--- config.mk ---
export PLATFORM = sky130hd
export DESIGN_NAME = image_header_tlv_checker_top_flat
export DESIGN_NICKNAME = d
export VERILOG_FILES = /design/src/hw/rtl/ihtc_pkg.sv /design/src/hw/rtl/ihtc_if.sv /design/src/hw/rtl/image_header_tlv_checker_top.sv /design/src/flat_wrapper.sv
export SDC_FILE = /design/constraint.sdc
export NUM_CORES = 1
export LEC_CHECK = 0
export BUFFER_PORTS_ARGS = -buffer_cell sky130_fd_sc_hd__buf_2
export CAP_MARGIN = 20
export CELL_PAD_IN_SITES_DETAIL_PLACEMENT = 1
export CELL_PAD_IN_SITES_GLOBAL_PLACEMENT = 2
export CORE_ASPECT_RATIO = 1.25
export CORE_MARGIN = 3
export CORE_UTILIZATION = 38
export CTS_CLUSTER_DIAMETER = 60
export DETAILED_ROUTE_END_ITERATION = 10
export PLACE_DENSITY_LB_ADDON = 0.1
export SYNTH_ARGS = -nofsm -noshare
export SYNTH_HDL_FRONTEND = slang
export SYNTH_SLANG_ARGS = --single-unit
export TNS_END_PERCENT = 20
--- constraint.sdc ---
create_clock -name clk -period 8.3 [get_ports clk]
set_input_delay 1.245 -clock clk [delete_from_list [all_inputs] [get_ports clk]]
set_output_delay 1.245 -clock clk [all_outputs]
set_load 0.02 [all_outputs]
--- src/hw/rtl/ihtc_pkg.sv ---
// Package for the image header TLV checker.
// Holds the result record type, the status, kind and parse phase codes, and the
// signature and CRC helper functions. It depends on nothing else.
`default_nettype none

package ihtc_pkg;

  // Header geometry and field limits.
  localparam logic [31:0] CRC_POLY    = 32'h04C1_1DB7;
  localparam logic [7:0]  MAX_VAR_LEN = 8'd127;
  localparam logic [7:0]  NOP_TAG     = 8'hFF;
  localparam logic [11:0] POS_MAX     = 12'd4095;
  localparam logic [12:0] HDR_UNIT    = 13'd16;

  // Result kinds.
  typedef enum logic [1:0] {
    KIND_FIXED     = 2'd0,
    KIND_VAR_START = 2'd1,
    KIND_VAR_DATA  = 2'd2,
    KIND_VERDICT   = 2'd3
  } kind_t;

  // Verdict status codes.
  typedef enum logic [2:0] {
    ST_OK        = 3'd0,
    ST_SHORT     = 3'd1,
    ST_SIGNATURE = 3'd2,
    ST_SIZE      = 3'd3,
    ST_CRC       = 3'd4,
    ST_FIELD_LEN = 3'd5,
    ST_OVERRUN   = 3'd6
  } status_t;

  // Field parser phases.
  typedef enum logic [2:0] {
    PH_TAG  = 3'd0,
    PH_LEN  = 3'd1,
    PH_FIX  = 3'd2,
    PH_VAR  = 3'd3,
    PH_DONE = 3'd4
  } phase_t;

  // One result item as it sits in the output queue.
  typedef struct packed {
    kind_t       kind;
    logic [7:0]  tag;
    logic [31:0] value;
    logic        field_end;
    status_t     status;
    logic        crc_match;
    logic [31:0] stored_crc;
    logic [11:0] header_length;
  } result_t;

  // Expected signature byte at header offsets zero to three.
  function automatic logic [7:0] sig_byte(input logic [1:0] idx);
    logic [7:0] s;
    unique case (idx)
      2'd0: s = 8'h41;
      2'd1: s = 8'h69;
      2'd2: s = 8'h30;
      default: s = 8'hB9;
    endcase
    return s;
  endfunction

  // MSB-first CRC-32 update by one byte.
  function automatic logic [31:0] crc_byte(input logic [31:0] c_in, input logic [7:0] b);
    logic [31:0] c;
    c = c_in ^ {b, 24'd0};
    for (int i = 0; i < 8; i++) begin
      c = c[31] ? ({c[30:0], 1'b0} ^ CRC_POLY) : {c[30:0], 1'b0};
    end
    return c;
  endfunction

endpackage

`default_nettype wire

--- src/hw/rtl/ihtc_if.sv ---
// Channel interfaces for the image header TLV checker: byte input, result
// output and configuration write. It depends on no other file.
`default_nettype none

// Input byte channel.
interface ihtc_in_if;
  logic       valid;
  logic       ready;
  logic [7:0] data_byte;
  logic       last;
  modport source (output valid, output data_byte, output last, input ready);
  modport sink   (input valid, input data_byte, input last, output ready);
endinterface

// Result channel.
interface ihtc_out_if;
  logic        valid;
  logic        ready;
  logic [1:0]  kind;
  logic [7:0]  tag;
  logic [31:0] value;
  logic        field_end;
  logic [2:0]  status;
  logic        crc_match;
  logic [31:0] stored_crc;
  logic [11:0] header_length;
  modport source (output valid, output kind, output tag, output value, output field_end,
                  output status, output crc_match, output stored_crc,
                  output header_length, input ready);
  modport sink   (input valid, input kind, input tag, input value, input field_end,
                  input status, input crc_match, input stored_crc,
                  input header_length, output ready);
endinterface

// Configuration write channel carrying the CRC error waiver bit.
interface ihtc_cfg_if;
  logic valid;
  logic ready;
  logic data;
  modport source (output valid, output data, input ready);
  modport sink   (input valid, input data, output ready);
endinterface

`default_nettype wire

--- src/hw/rtl/image_header_tlv_checker_top.sv ---
// Top level of the image header TLV checker: per-byte header parser, CRC-32
// and verdict logic feeding a four-entry result queue. Uses ihtc_pkg, ihtc_if.
//
//   channel  | dir | payload                                   | accepted when
//   in_ch    | in  | data_byte, last                           | valid && ready
//   out_ch   | out | kind, tag, value, field_end, status,      | valid && ready
//            |     | crc_match, stored_crc, header_length      |
//   cfg_ch   | in  | data (CRC error waiver bit)               | valid && ready
//
// One byte is taken per cycle; its results enter the queue at that same edge
// and can leave it from the next edge on.
// A byte makes at most two results, so in_ch.ready drops while fewer than two
// queue slots are free; a stalled out_ch fills the queue and then stalls in_ch.
// The queue drains one result per cycle. cfg_ch is always ready.
// Synchronous active-low reset clears all parser state and the register.
`default_nettype none

module image_header_tlv_checker_top (
  input  wire logic clk,
  input  wire logic rst_n,
  ihtc_in_if.sink    in_ch,
  ihtc_out_if.source out_ch,
  ihtc_cfg_if.sink   cfg_ch
);
  import ihtc_pkg::*;

  localparam int unsigned QDEPTH = 4;

  // Parser state.
  logic [11:0] pos_r,  pos_nxt;
  logic [11:0] hdr_r,  hdr_nxt;
  logic [31:0] crc_r,  crc_nxt;
  phase_t      phase_r, phase_nxt;
  logic [7:0]  ftag_r, ftag_nxt;
  logic [6:0]  left_r, left_nxt;
  logic [31:0] acc_r,  acc_nxt;
  logic [31:0] cws_r,  cws_nxt;
  logic [2:0]  err_r,  err_nxt;
  logic        vgiven_r, vgiven_nxt;
  logic        ign_crc_r;

  // Result queue.
  result_t     q_mem_r [QDEPTH];
  logic [1:0]  q_head_r, q_tail_r;
  logic [2:0]  q_cnt_r;

  logic        in_fire, out_fire;
  logic        f_valid, v_valid;
  result_t     f_res, v_res;

  // Values after the restart that follows a verdict.
  logic [11:0] p;
  logic [11:0] cur_hdr;
  logic [31:0] cur_crc, cur_acc, cur_cws;
  phase_t      cur_phase;
  logic [7:0]  cur_ftag, b;
  logic [6:0]  cur_left, left_dec;
  logic [2:0]  cur_err;
  logic [12:0] p4, h13, total;
  logic        h_ok, crc_match;
  status_t     st;

  assign in_fire  = in_ch.valid && in_ch.ready;
  assign out_fire = out_ch.valid && out_ch.ready;
  assign in_ch.ready  = (q_cnt_r <= 3'(QDEPTH - 2));
  assign cfg_ch.ready = 1'b1;

  // Per-byte parsing, CRC and verdict.
  always_comb begin
    b         = in_ch.data_byte;
    p         = vgiven_r ? '0 : pos_r;
    cur_hdr   = vgiven_r ? '0 : hdr_r;
    cur_crc   = vgiven_r ? '0 : crc_r;
    cur_phase = vgiven_r ? PH_TAG : phase_r;
    cur_ftag  = vgiven_r ? '0 : ftag_r;
    cur_left  = vgiven_r ? '0 : left_r;
    cur_acc   = vgiven_r ? '0 : acc_r;
    cur_cws   = vgiven_r ? '0 : cws_r;
    cur_err   = vgiven_r ? '0 : err_r;

    pos_nxt    = p;
    hdr_nxt    = cur_hdr;
    crc_nxt    = cur_crc;
    phase_nxt  = cur_phase;
    ftag_nxt   = cur_ftag;
    left_nxt   = cur_left;
    acc_nxt    = cur_acc;
    cws_nxt    = cur_cws;
    err_nxt    = cur_err;
    vgiven_nxt = 1'b0;
    left_dec   = cur_left - 7'd1;

    f_valid = 1'b0;
    f_res   = '0;

    // Signature and size byte.
    if (p < 12'd4) begin
      if (b != sig_byte(p[1:0]) && err_nxt == ST_OK) err_nxt = ST_SIGNATURE;
    end else if (p == 12'd4) begin
      hdr_nxt = {b, 4'd0};
      if (b == 8'd0 && err_nxt == ST_OK) err_nxt = ST_SIZE;
    end

    h13  = {1'b0, hdr_nxt};
    p4   = {1'b0, p} + 13'd4;
    h_ok = (h13 >= HDR_UNIT);

    // CRC over the header body, and capture of the stored CRC word.
    if (p <= 12'd4 || (h_ok && p4 < h13)) crc_nxt = crc_byte(cur_crc, b);
    if (h_ok && p4 >= h13 && {1'b0, p} < h13) cws_nxt = {cur_cws[23:0], b};

    // Field decoder.
    if (p >= 12'd5 && h_ok && err_nxt == ST_OK && cur_phase != PH_DONE) begin
      if (p4 < h13) begin
        unique case (cur_phase)
          PH_TAG: begin
            ftag_nxt = b;
            unique case (b[1:0])
              2'd3: begin
                if (b != NOP_TAG) begin
                  f_valid = 1'b1;
                  f_res.kind = KIND_FIXED;
                  f_res.tag = b;
                  f_res.field_end = 1'b1;
                end
              end
              2'd2: begin
                left_nxt = 7'd1; acc_nxt = '0; phase_nxt = PH_FIX;
              end
              2'd1: begin
                left_nxt = 7'd4; acc_nxt = '0; phase_nxt = PH_FIX;
              end
              default: phase_nxt = PH_LEN;
            endcase
          end
          PH_LEN: begin
            if (b > MAX_VAR_LEN) begin
              err_nxt = ST_FIELD_LEN; phase_nxt = PH_DONE;
            end else begin
              f_valid = 1'b1;
              f_res.kind = KIND_VAR_START;
              f_res.tag = cur_ftag;
              f_res.value = {24'd0, b};
              f_res.field_end = (b == 8'd0);
              if (b == 8'd0) begin
                phase_nxt = PH_TAG;
              end else begin
                left_nxt = b[6:0]; phase_nxt = PH_VAR;
              end
            end
          end
          PH_FIX: begin
            acc_nxt  = {cur_acc[23:0], b};
            left_nxt = left_dec;
            if (left_dec == 7'd0) begin
              f_valid = 1'b1;
              f_res.kind = KIND_FIXED;
              f_res.tag = cur_ftag;
              f_res.value = acc_nxt;
              f_res.field_end = 1'b1;
              phase_nxt = PH_TAG;
            end
          end
          PH_VAR: begin
            left_nxt = left_dec;
            f_valid = 1'b1;
            f_res.kind = KIND_VAR_DATA;
            f_res.tag = cur_ftag;
            f_res.value = {24'd0, b};
            f_res.field_end = (left_dec == 7'd0);
            if (left_dec == 7'd0) phase_nxt = PH_TAG;
          end
          default: ;
        endcase
      end else if (p4 == h13) begin
        // First CRC byte: any open field has run into the CRC word.
        if (cur_phase == PH_LEN) begin
          err_nxt = (b > MAX_VAR_LEN) ? ST_FIELD_LEN : ST_OVERRUN;
        end else if (cur_phase == PH_FIX || cur_phase == PH_VAR) begin
          err_nxt = ST_OVERRUN;
        end
        phase_nxt = PH_DONE;
      end
    end

    if (p < POS_MAX) pos_nxt = p + 12'd1;

    // Verdict on the last byte, checks in priority order.
    total     = {1'b0, p} + 13'd1;
    crc_match = (cws_nxt == crc_nxt);
    priority if (total < HDR_UNIT)                       st = ST_SHORT;
    else if (err_nxt == ST_SIGNATURE)                    st = ST_SIGNATURE;
    else if (err_nxt == ST_SIZE || h13 > total)          st = ST_SIZE;
    else if (!crc_match && !ign_crc_r)                   st = ST_CRC;
    else                                                 st = status_t'(err_nxt);

    v_valid = in_ch.last;
    v_res   = '0;
    v_res.kind = KIND_VERDICT;
    v_res.status = st;
    v_res.header_length = hdr_nxt;
    if (!(st == ST_SHORT || st == ST_SIGNATURE || st == ST_SIZE)) begin
      v_res.value      = crc_nxt;
      v_res.crc_match  = crc_match;
      v_res.stored_crc = cws_nxt;
    end
    if (in_ch.last) vgiven_nxt = 1'b1;
  end

  // Parser state registers.
  always_ff @(posedge clk) begin
    if (!rst_n) begin
      pos_r    <= '0;
      hdr_r    <= '0;
      crc_r    <= '0;
      phase_r  <= PH_TAG;
      ftag_r   <= '0;
      left_r   <= '0;
      acc_r    <= '0;
      cws_r    <= '0;
      err_r    <= '0;
      vgiven_r <= 1'b0;
    end else if (in_fire) begin
      pos_r    <= pos_nxt;
      hdr_r    <= hdr_nxt;
      crc_r    <= crc_nxt;
      phase_r  <= phase_nxt;
      ftag_r   <= ftag_nxt;
      left_r   <= left_nxt;
      acc_r    <= acc_nxt;
      cws_r    <= cws_nxt;
      err_r    <= err_nxt;
      vgiven_r <= vgiven_nxt;
    end
  end

  // Configuration register.
  always_ff @(posedge clk) begin
    if (!rst_n) begin
      ign_crc_r <= 1'b0;
    end else if (cfg_ch.valid && cfg_ch.ready) begin
      ign_crc_r <= cfg_ch.data;
    end
  end

  // Result queue: field result first, then the verdict.
  logic [1:0] n_push;
  logic [1:0] tail_p1;
  always_comb begin
    n_push  = in_fire ? (2'(f_valid) + 2'(v_valid)) : 2'd0;
    tail_p1 = q_tail_r + 2'd1;
  end

  always_ff @(posedge clk) begin
    if (in_fire) begin
      if (f_valid) begin
        q_mem_r[q_tail_r] <= f_res;
        if (v_valid) q_mem_r[tail_p1] <= v_res;
      end else if (v_valid) begin
        q_mem_r[q_tail_r] <= v_res;
      end
    end
  end

  always_ff @(posedge clk) begin
    if (!rst_n) begin
      q_head_r <= '0;
      q_tail_r <= '0;
      q_cnt_r  <= '0;
    end else begin
      q_tail_r <= q_tail_r + n_push;
      if (out_fire) q_head_r <= q_head_r + 2'd1;
      q_cnt_r <= q_cnt_r + {1'b0, n_push} - {2'd0, out_fire};
    end
  end

  // Output channel driven from the queue head.
  result_t head;
  assign head                 = q_mem_r[q_head_r];
  assign out_ch.valid         = (q_cnt_r != 3'd0);
  assign out_ch.kind          = head.kind;
  assign out_ch.tag           = head.tag;
  assign out_ch.value         = head.value;
  assign out_ch.field_end     = head.field_end;
  assign out_ch.status        = head.status;
  assign out_ch.crc_match     = head.crc_match;
  assign out_ch.stored_crc    = head.stored_crc;
  assign out_ch.header_length = head.header_length;

endmodule

`default_nettype wire

--- src/flat_wrapper.sv ---
// flat-port wrapper written by rule: the top's interface ports become plain ports
module image_header_tlv_checker_top_flat import ihtc_pkg::*;
  (clk, rst_n, in_ch_valid, in_ch_data_byte, in_ch_last, in_ch_ready, out_ch_valid, out_ch_kind, out_ch_tag, out_ch_value, out_ch_field_end, out_ch_status, out_ch_crc_match, out_ch_stored_crc, out_ch_header_length, out_ch_ready, cfg_ch_valid, cfg_ch_data, cfg_ch_ready);
  ihtc_in_if in_ch_i ();
  ihtc_out_if out_ch_i ();
  ihtc_cfg_if cfg_ch_i ();
  input  wire logic clk;
  input  wire logic rst_n;
  input wire logic [$bits(in_ch_i.valid)-1:0] in_ch_valid;
  input wire logic [$bits(in_ch_i.data_byte)-1:0] in_ch_data_byte;
  input wire logic [$bits(in_ch_i.last)-1:0] in_ch_last;
  output wire logic [$bits(in_ch_i.ready)-1:0] in_ch_ready;
  output wire logic [$bits(out_ch_i.valid)-1:0] out_ch_valid;
  output wire logic [$bits(out_ch_i.kind)-1:0] out_ch_kind;
  output wire logic [$bits(out_ch_i.tag)-1:0] out_ch_tag;
  output wire logic [$bits(out_ch_i.value)-1:0] out_ch_value;
  output wire logic [$bits(out_ch_i.field_end)-1:0] out_ch_field_end;
  output wire logic [$bits(out_ch_i.status)-1:0] out_ch_status;
  output wire logic [$bits(out_ch_i.crc_match)-1:0] out_ch_crc_match;
  output wire logic [$bits(out_ch_i.stored_crc)-1:0] out_ch_stored_crc;
  output wire logic [$bits(out_ch_i.header_length)-1:0] out_ch_header_length;
  input wire logic [$bits(out_ch_i.ready)-1:0] out_ch_ready;
  input wire logic [$bits(cfg_ch_i.valid)-1:0] cfg_ch_valid;
  input wire logic [$bits(cfg_ch_i.data)-1:0] cfg_ch_data;
  output wire logic [$bits(cfg_ch_i.ready)-1:0] cfg_ch_ready;
  assign in_ch_i.valid = in_ch_valid;
  assign in_ch_i.data_byte = in_ch_data_byte;
  assign in_ch_i.last = in_ch_last;
  assign in_ch_ready = in_ch_i.ready;
  assign out_ch_valid = out_ch_i.valid;
  assign out_ch_kind = out_ch_i.kind;
  assign out_ch_tag = out_ch_i.tag;
  assign out_ch_value = out_ch_i.value;
  assign out_ch_field_end = out_ch_i.field_end;
  assign out_ch_status = out_ch_i.status;
  assign out_ch_crc_match = out_ch_i.crc_match;
  assign out_ch_stored_crc = out_ch_i.stored_crc;
  assign out_ch_header_length = out_ch_i.header_length;
  assign out_ch_i.ready = out_ch_ready;
  assign cfg_ch_i.valid = cfg_ch_valid;
  assign cfg_ch_i.data = cfg_ch_data;
  assign cfg_ch_ready = cfg_ch_i.ready;
  image_header_tlv_checker_top u_core (.clk(clk), .rst_n(rst_n), .in_ch(in_ch_i), .out_ch(out_ch_i), .cfg_ch(cfg_ch_i));
endmodule
==> Yosys cells after proc, flatten, opt, wreduce, memory -nomap -nowiden <==
Memories as Yosys holds them, arrays and structs flattened. A register that Yosys moved wholly into a read port is not among the register bits.
Index checks and enable logic that the tools add are counted.
{ "classes": {"eq_ne": 19, "n_lt_le_gt_ge": 12, "bitwise": 10, "mux": 93, "n_addsub": 10, "reduce_logical": 27} }
{ "ops": {"columns": ["cell", "count"], "rows": [
  ["$mux 32", 9],
  ["$mux 27", 8],
  ["$not 14->14", 8],
  ["$pmux 32 s3", 1],
  ["$mux 91", 1],
  ["$mux 43", 2],
  ["$mux 3", 22],
  ["$pmux 32 s2", 1],
  ["$mux 12", 5],
  ["$mux 8", 7],
  ["$mux 42", 1],
  ["$mux 41", 1],
  ["$pmux 10 s4", 1],
  ["$mux 7", 5],
  ["$mux 33", 1],
  ["$eq 32x32->1", 1],
  ["$xor 32x32->32", 1],
  ["$pmux 8 s3", 1],
  ["$pmux 7 s3", 1],
  ["$eq 3x2->1 const B", 6],
  ["$mux 1", 16],
  ["$pmux 7 s2", 1],
  ["$add 12x1->13 const B", 1],
  ["$add 12x3->13 const B", 1],
  ["other kinds (41)", 69]
]} }
{ "word_totals": {"ram_bits": 364, "n_memories": 1, "register_bits": 150} }
{ "memory_table": {"columns": ["name", "depth", "width", "rd", "rd_clocked_by_memory_dff", "write_ports", "line", "text"], "rows": [
  ["u_core.q_mem_r", 4, 91, 1, 1, 2, "image_header_tlv_checker_top.sv:43", "result_t q_mem_r [QDEPTH];"]
]} }

==> Logic depth before layout (Yosys ltp) <==
Gate-level depths: netlist (run 1).
{ "logic_depth": {"ltp_word": 31, "mapped_depth": 34, "mapped_depth_nobuf": 26} }

==> Worst setup path before layout (run 1) <==
Ideal clock, no wire load.
{ "synth_timing": {"path_kind": "register -> register", "start": "register u_core.vgiven_r", "end": "memory u_core.q_mem_r[3][0] (netlist bit) (enable)", "setup_ns": 0.441, "arrival_time_ns": 8.116, "slack_ns": -0.257, "path_stages_with_launch": 29, "synth_period_minus_slack_ns": 8.557, "t_required_ns": 7.859, "path_cell_list": "dfxtp_1 > clkbuf_1 > buf_1 > clkbuf_1 > buf_1 > clkbuf_1 > buf_1 > clkbuf_1 > buf_1 > clkbuf_1 > clkbuf_1 > clkbuf_1 > clkbuf_1 > nor2_1 > ha_1 > and3_1 > nand2_1 > nor2_1 > nand4_1 > o211ai_4 > nor2_1 > and2_1 > o21ai_0 > ha_1 > o21a_1 > clkbuf_1 > nand3_1 > clkbuf_1 > nand2_1"} }
{ "synth_rtl": {"columns": ["item", "line", "text"], "rows": [
  ["from (decl)", "image_header_tlv_checker_top.sv:39", "logic vgiven_r, vgiven_nxt;"],
  ["from (signal assigned)", "image_header_tlv_checker_top.sv:233", "vgiven_r <= vgiven_nxt;"],
  ["to (decl)", "image_header_tlv_checker_top.sv:43", null]
]} }

==> results of run 1 <==
## cells in the final DEF (no fill, tap or decap), types with 10 or more instances in the layout
master and n:
edfxtp_1 320, nand2_1 250, dfxtp_1 185, nor2_1 151, o32ai_1 130, nor3_1 118, xnor2_1 111, buf_2 107
buf_4 104, a21oi_1 102, nor2b_1 92, mux4_2 91, o21ai_0 76, a22oi_1 74, clkbuf_16 58, and2_1 51
inv_1 43, xor2_1 43, nor4_1 42, o211a_1 41, ha_1 40, and3_1 31, mux2i_1 28, nand3_1 27
nand4_1 19, a31oi_1 16, nor3b_1 16, clkbuf_1 15, buf_12 13, or3_1 11, o31ai_1 11, clkinv_2 11
a21o_1 10, o211ai_1 10
## Yosys cell counts, types with 15 or more instances
| master | n | share of area [%] |
|---|---|---|
| a21oi_1 | 102 | 1.9 |
| a22oi_1 | 74 | 2.0 |
| a31oi_1 | 16 | 0.37 |
| and2_1 | 52 | 1.2 |
| and3_1 | 31 | 0.71 |
| buf_1 | 20 | 0.27 |
| buf_4 | 18 | 0.49 |
| buf_6 | 15 | 0.62 |
| clkbuf_1 | 170 | 2.3 |
| dfxtp_1 | 188 | 14 |
| edfxtp_1 | 320 | 35 |
| ha_1 | 40 | 1.8 |
| inv_1 | 44 | 0.60 |
| mux2i_1 | 29 | 1.1 |
| mux4_2 | 91 | 7.5 |
| nand2_1 | 258 | 3.5 |
| nand3_1 | 28 | 0.51 |
| nand4_1 | 19 | 0.43 |
| nor2_1 | 152 | 2.1 |
| nor2b_1 | 92 | 2.1 |
| nor3_1 | 119 | 2.2 |
| nor3b_1 | 16 | 0.44 |
| nor4_1 | 43 | 0.98 |
| o211a_1 | 41 | 1.5 |
| o21ai_0 | 76 | 1.4 |
| o32ai_1 | 130 | 4.2 |
| xnor2_1 | 111 | 3.5 |
| xor2_1 | 43 | 1.4 |
## sequential cells by signal (all words and copies together), names as in the netlist, 3 cells and up, named ones only
name            flops
u_core.acc_r       24
u_core.crc_r       32
u_core.cws_r       32
u_core.err_r        3
u_core.ftag_r       8
u_core.hdr_r       12
u_core.left_r       7
u_core.phase_r      3
u_core.pos_r       12
u_core.q_cnt_r      3
u_core.q_mem_r    364
## what timing repair did
item                                    4_1_cts  5_1_grt
resized for setup                             0        2
endpoints found under the setup margin        0      204
setup buffers                                 0        2
## worst register-to-register path, stage by stage, from the launching register on
cell and delay, ns:
dfxtp_4 0.63, nor2b_1 0.20, inv_1 0.19, ha_1 0.26
and3b_1 0.27, buf_4 0.20, nand2_1 0.14, nor2_1 0.12
a31oi_1 0.06, ha_1 0.38, or4bb_1 0.51, o22ai_1 0.17
nor3_1 0.08, a211oi_1 0.30, nor3b_1 0.10, o211ai_1 0.45
nand3_2 0.18, buf_4 0.23, mux2i_2 0.52, xnor2_1 0.16
a2111oi_0 0.38, a311oi_1 0.17, o41ai_2 0.59, a31oi_2 0.28
a21oi_4 0.22, buf_12 0.15, buf_12 0.26, o32ai_1 0.29
## report_power, final
group	switching [mW]	internal [mW]	total [mW]	leakage [nW]
sequential	0.254	2.94	3.20	4.42
clock	1.09	1.43	2.52	0.899
combinational	3.84	2.01	5.85	5.19
total	5.18	6.38	11.6	10.5
## final cells by class
class / instances / area, µm²
clock inverters: 28 / 267.8
inverters: 44 / 165.2
well taps: 943 / 1180
fillers: 7668 / 40040
flip-flops and latches: 508 / 13380
clock buffers: 78 / 1577
repair buffers: 224 / 1577
multi-input cells: 1747 / 12870
## worst paths after layout
path	to	slack, ns	cells after the start
max	u_core.q_mem_r[3][56]	0.51	27
min	u_core.q_mem_r[1][85]	0.45	2
max reg2reg	u_core.q_mem_r[3][56]	0.51	27
min reg2reg	u_core.q_mem_r[1][85]	0.45	2
## kinds of logic (layout without fill, tap and decap cells)
| group | Yosys count | in the layout |
|---|---|---|
| multiplexers | 130 | 130 |
| AO/OA/AOI/OAI | 562 | 562 |
| XOR/XNOR | 154 | 154 |
| AND/OR/NAND/NOR | 856 | 856 |
| adder cells (fa/ha/maj) | 44 | 44 |
| flip-flops | 508 | 508 |
| other | 1 | 1 |
| buffers and inverters | 280 | 374 |
## metrics by stage
step                power [mW]  utilization, %  std cells
finish                   11.56           43.65       3572
CTS                      11.60           43.59       3569
global route             12.16           43.65       3572
global placement         8.939           41.00       3463
floorplan                7.048               -       2535
detailed placement       9.050           41.00       3463
## routing by layer
layer,up-vias,part of all wire (%)
met1,11080,42
met4,0,2.9
met3,142,3.6
met2,493,51
li1,9657,-
met5,-,0
==> reports/qor.csv, run 1 <==
metric;value;unit
status;finished, final reports clean;
htree_levels;2;
num_io_pins;109;
peakVddDrop;0.3680;mV
initial_utilization;38.57;%
setup_viol;0;
path_delay_family;compound AO/OA/AOI/OAI gates;
die_w;246.2;µm
finalMaxSlewViolations;0;
crit_fanout;76;
synthArstFlopShare;0;%
grtUsageMet3;2.266;%
dp_hpwl;62170;µm
grtUsageTotal;25.22;%
syn_to_final_growth;13.19;%
port-buffer-count;107;
min-delay-start;u_core.q_mem_r[1][85];
end_kind;register;
gr-total-overflow;0;
drt-total-wl;95840;µm
place.gp.congestion;0.8334;
dieArea;75400;µm²
synth_fa_ha_area_share;2.009;%
path_class;reg -> reg;
yosysUniqueCellTypes;89;
cp_num_buf_inv;5;
clock_tree.root_cell;clkbuf_16;
grt_pass1_wl;145300;µm
cts_max_path_buffers;3;
synth-compound-area-share;15.31;%
layout.nets;2637;
synth_edf_count;320;
postSynthAreaPerCell;10.81;µm²
grt_pass1_vias;22450;
yosys_register_bits;508;
yosys.area_share.simple;15.42;%
via_per_inst;5.982;
antenna_left;0;
critPathSlowestCell;dfxtp_4;
finalWorstSetupSlack;0.5060;ns
drive_gt1_share;17.65;%
synth_ff_type;edfxtp_1;
synth_area;27410;µm²
holdWs;0.4548;ns
use_met1;32.57;%
first_iter_violations;1385;
fin_area;31020;µm²
drcViolationCount;0;
first_pass_iters;5;
die_h;306.2;µm
clock_latency;0.63;ns
period_needed;7.794;ns
synth_top_family_by_area;simple AND/OR/NAND/NOR gates;
startpoint;u_core.vgiven_r;
wl_per_cell;26.83;µm
finalCritPeriodShare;93.90;%
grt_max_degree;159;
clock-sinks;508;
clkTransAtPathRegs;0.06;ns
coreArea;71050;µm²
required;8.60;ns
top_usage_layer;met2;
yosysWarnings;0;
num_antenna_cells;0;
vias;21370;
synthXorXnorAreaFrac;4.922;%
hp-class;reg -> reg;
cts_made_buffers;56;
row_count;109;
p_leak;10.51;nW
critical_path.max_stage_delay;0.63;ns
fmax;128.3;MHz
yosysSeqAreaShare;48.80;%
synth_cells;2535;
critical_path_arrival;8.09;ns
worst_pin_slew;1.151;ns
cts_hold_buf;0;
fin_skew;0.04022;ns
max_cap_violations;0;
maxSlewHeadroom;22.97;%
finalHoldViolCount;0;
met2_usage;44.84;%
power_density;372.7;nW/µm²
reg2reg_from;u_core.vgiven_r;
antenna_found_initial;0;
synth_mux_area_share;8.976;%
rsz0062_at_grt;false;
start_kind;register;
place_area;29130;µm²
setup_tns;0;ns
place_ws;0.3690;ns
tritoncts;yes;
synth_nets;2591;
Note: power is estimated with default switching activity, not from simulation.
==> inputs of run 2 (changes only) <==
- CORE_UTILIZATION: 38 -> 45
- clock period: 8.3 -> 9.05 ns (I/O delays scaled with it)
==> reports/qor.csv, run 2 (synthesis gave the netlist of run 1 again) <==
metric;value;unit;change
critical_path.max_stage_delay;0.55;ns;-0.08 ns
cp_num_buf_inv;6;;+1
cts_resized;0;;unchanged
num_io_pins;109;;unchanged
drt-total-wl;91640;µm;-4.4%
antenna_found_initial;0;;unchanged
path_class;reg -> reg;;
regMostFlops;u_core.q_mem_r;;
fmax;119.8;MHz;-6.6%
period_needed;8.344;ns;+0.5501 ns
largest_reg_flops;364;;unchanged
status;finished, final reports clean;;
row_count;100;;-8.3%
clock_tree.root_cell;clkbuf_16;;
layout_common_cells;320 x edfxtp_1, 250 x nand2_1, 185 x dfxtp_1;;
port-buffer-count;107;;unchanged
first_pass_iters;7;;+2
clock-sinks;508;;unchanged
drcViolationCount;0;;unchanged
rsz0062_at_grt;false;;
critPathSlowestCell;o41ai_2;;
antenna_left;0;;unchanged
first_iter_violations;1846;;+33%
top_regs;u_core.q_mem_r (364), u_core.crc_r (32), u_core.cws_r (32);;
drive_gt1_share;16.72;%;-0.93 points
path_delay_family;compound AO/OA/AOI/OAI gates;;
fin_area;30490;µm²;-1.7%
cp_common_cell;buf_12;;
clock_latency;0.61;ns;-0.02 ns
gr-total-overflow;0;;unchanged
worst_pin_slew;1.095;ns;-0.05693 ns
crit_fanout;71;;-6.6%
postCtsSetupBuffers;0;;unchanged
place.gp.congestion;0.8740;;+4.9%
htree_levels;2;;unchanged
vias;21500;;+0.59%
tritoncts;yes;;
setup_viol;0;;unchanged
fillers;6410;;-16%
max_cap_violations;0;;unchanged
cts_max_path_buffers;3;;unchanged
die_w;226.7;µm;-7.9%
dp_hpwl;59290;µm;-4.6%
start_kind;register;;
peakVddDrop;0.1560;mV;-58%
layout_commonest_cell;edfxtp_1;;
die_h;281.9;µm;-7.9%
grt_pass1_wl;139300;µm;-4.1%
num_antenna_cells;0;;unchanged
critical_path_arrival;8.66;ns;+0.57 ns
finalHoldViolCount;0;;unchanged
clkTransAtPathRegs;0.07;ns;about the same
fin_skew;0.01389;ns;-0.02633 ns
layout.nets;2617;;-0.76%
p_leak;10.34;nW;-1.6%
required;9.37;ns;+0.77 ns
wl_per_cell;27.18;µm;+1.3%
grt_max_degree;155;;-2.5%
cts_hold_buf;0;;unchanged
coreArea;59930;µm²;-16%
initial_utilization;45.73;%;+7.2 points
power_density;342.2;nW/µm²;-8.2%
grt_pass1_vias;22560;;+0.49%
maxSlewHeadroom;26.87;%;+3.9 points
setup_tns;0;ns;unchanged
finalCritPeriodShare;92.20;%;-1.7 points
via_per_inst;6.375;;+6.6%
dieArea;63920;µm²;-15%
place_area;28740;µm²;-1.3%
end_kind;register;;
hp-class;reg -> reg;;
syn_to_final_growth;11.24;%;
cts_made_buffers;54;;-3.6%
grtUsageTotal;28.46;%;+3.2 points
fin_util;50.87;%;+7.2 points
finalMaxSlewViolations;0;;unchanged
==> run 2: final cells by class <==
type                    count  area [µm²]  share of cell area (%)
clock inverters            32       301.5                  0.9891
multi-input cells        1747       12850                   42.15
flip-flops and latches    508       13380                   43.90
inverters                  44       165.2                  0.5417
well taps                 765       957.2                   3.140
repair buffers            206        1406                   4.613
clock buffers              70        1421                   4.662
==> run 2: path summary, 6_finish.rpt <==
check	cells past startpoint	end	slack (ns)	start
min reg2reg	2	u_core.q_mem_r[1][81]	0.45	u_core.q_mem_r[1][81]
max reg2reg	28	u_core.q_mem_r[0][34]	0.71	u_core.pos_r[2]
min	2	u_core.q_mem_r[1][81]	0.45	u_core.q_mem_r[1][81]
max	28	u_core.q_mem_r[0][34]	0.71	u_core.pos_r[2]
==> run 2: per-layer routing <==
layer | global-route usage (%) | wire [µm]
met1 | 36.71 | 38180
met2 | 50.18 | 46530
met3 | 2.812 | 3874
met4 | 9.509 | 3053
met5 | 0 | 0
==> run 2: through the flow <==
stage          instances  worst slack (ns)  hold WS, ns  power, mW
6_report            3372            0.7059       0.4529      10.43
3_3_place_gp        3268            0.8265       0.4405      8.087
2_1_floorplan       2535            0.4929       0.4296      6.464
4_1_cts             3371            0.5411       0.4555      10.42
3_5_place_dp        3269            0.5587       0.4460      8.203
5_1_grt             3372            0.1595       0.4775      10.93
==> run 2: power by group <==
part / switching [mW] / internal, mW / total, mW / leakage, nW
Sequential: 0.245 / 2.70 / 2.94 / 4.42
Combinational: 3.44 / 1.85 / 5.28 / 5.08
Clock: 0.972 / 1.23 / 2.21 / 0.833
Total: 4.66 / 5.78 / 10.4 / 10.3
==> run 2: worst register-to-register path: cells and delay by family, from the launching register on <==
kind / cells / cell delay, ns
and+or+nand+nor: 9 / 2.55
AOI/OAI and AO/OA: 10 / 2.70
muxes: 1 / 0.54
DFF: 1 / 0.46
adders and majority gates: 2 / 0.57
buffers and inverters: 6 / 1.25
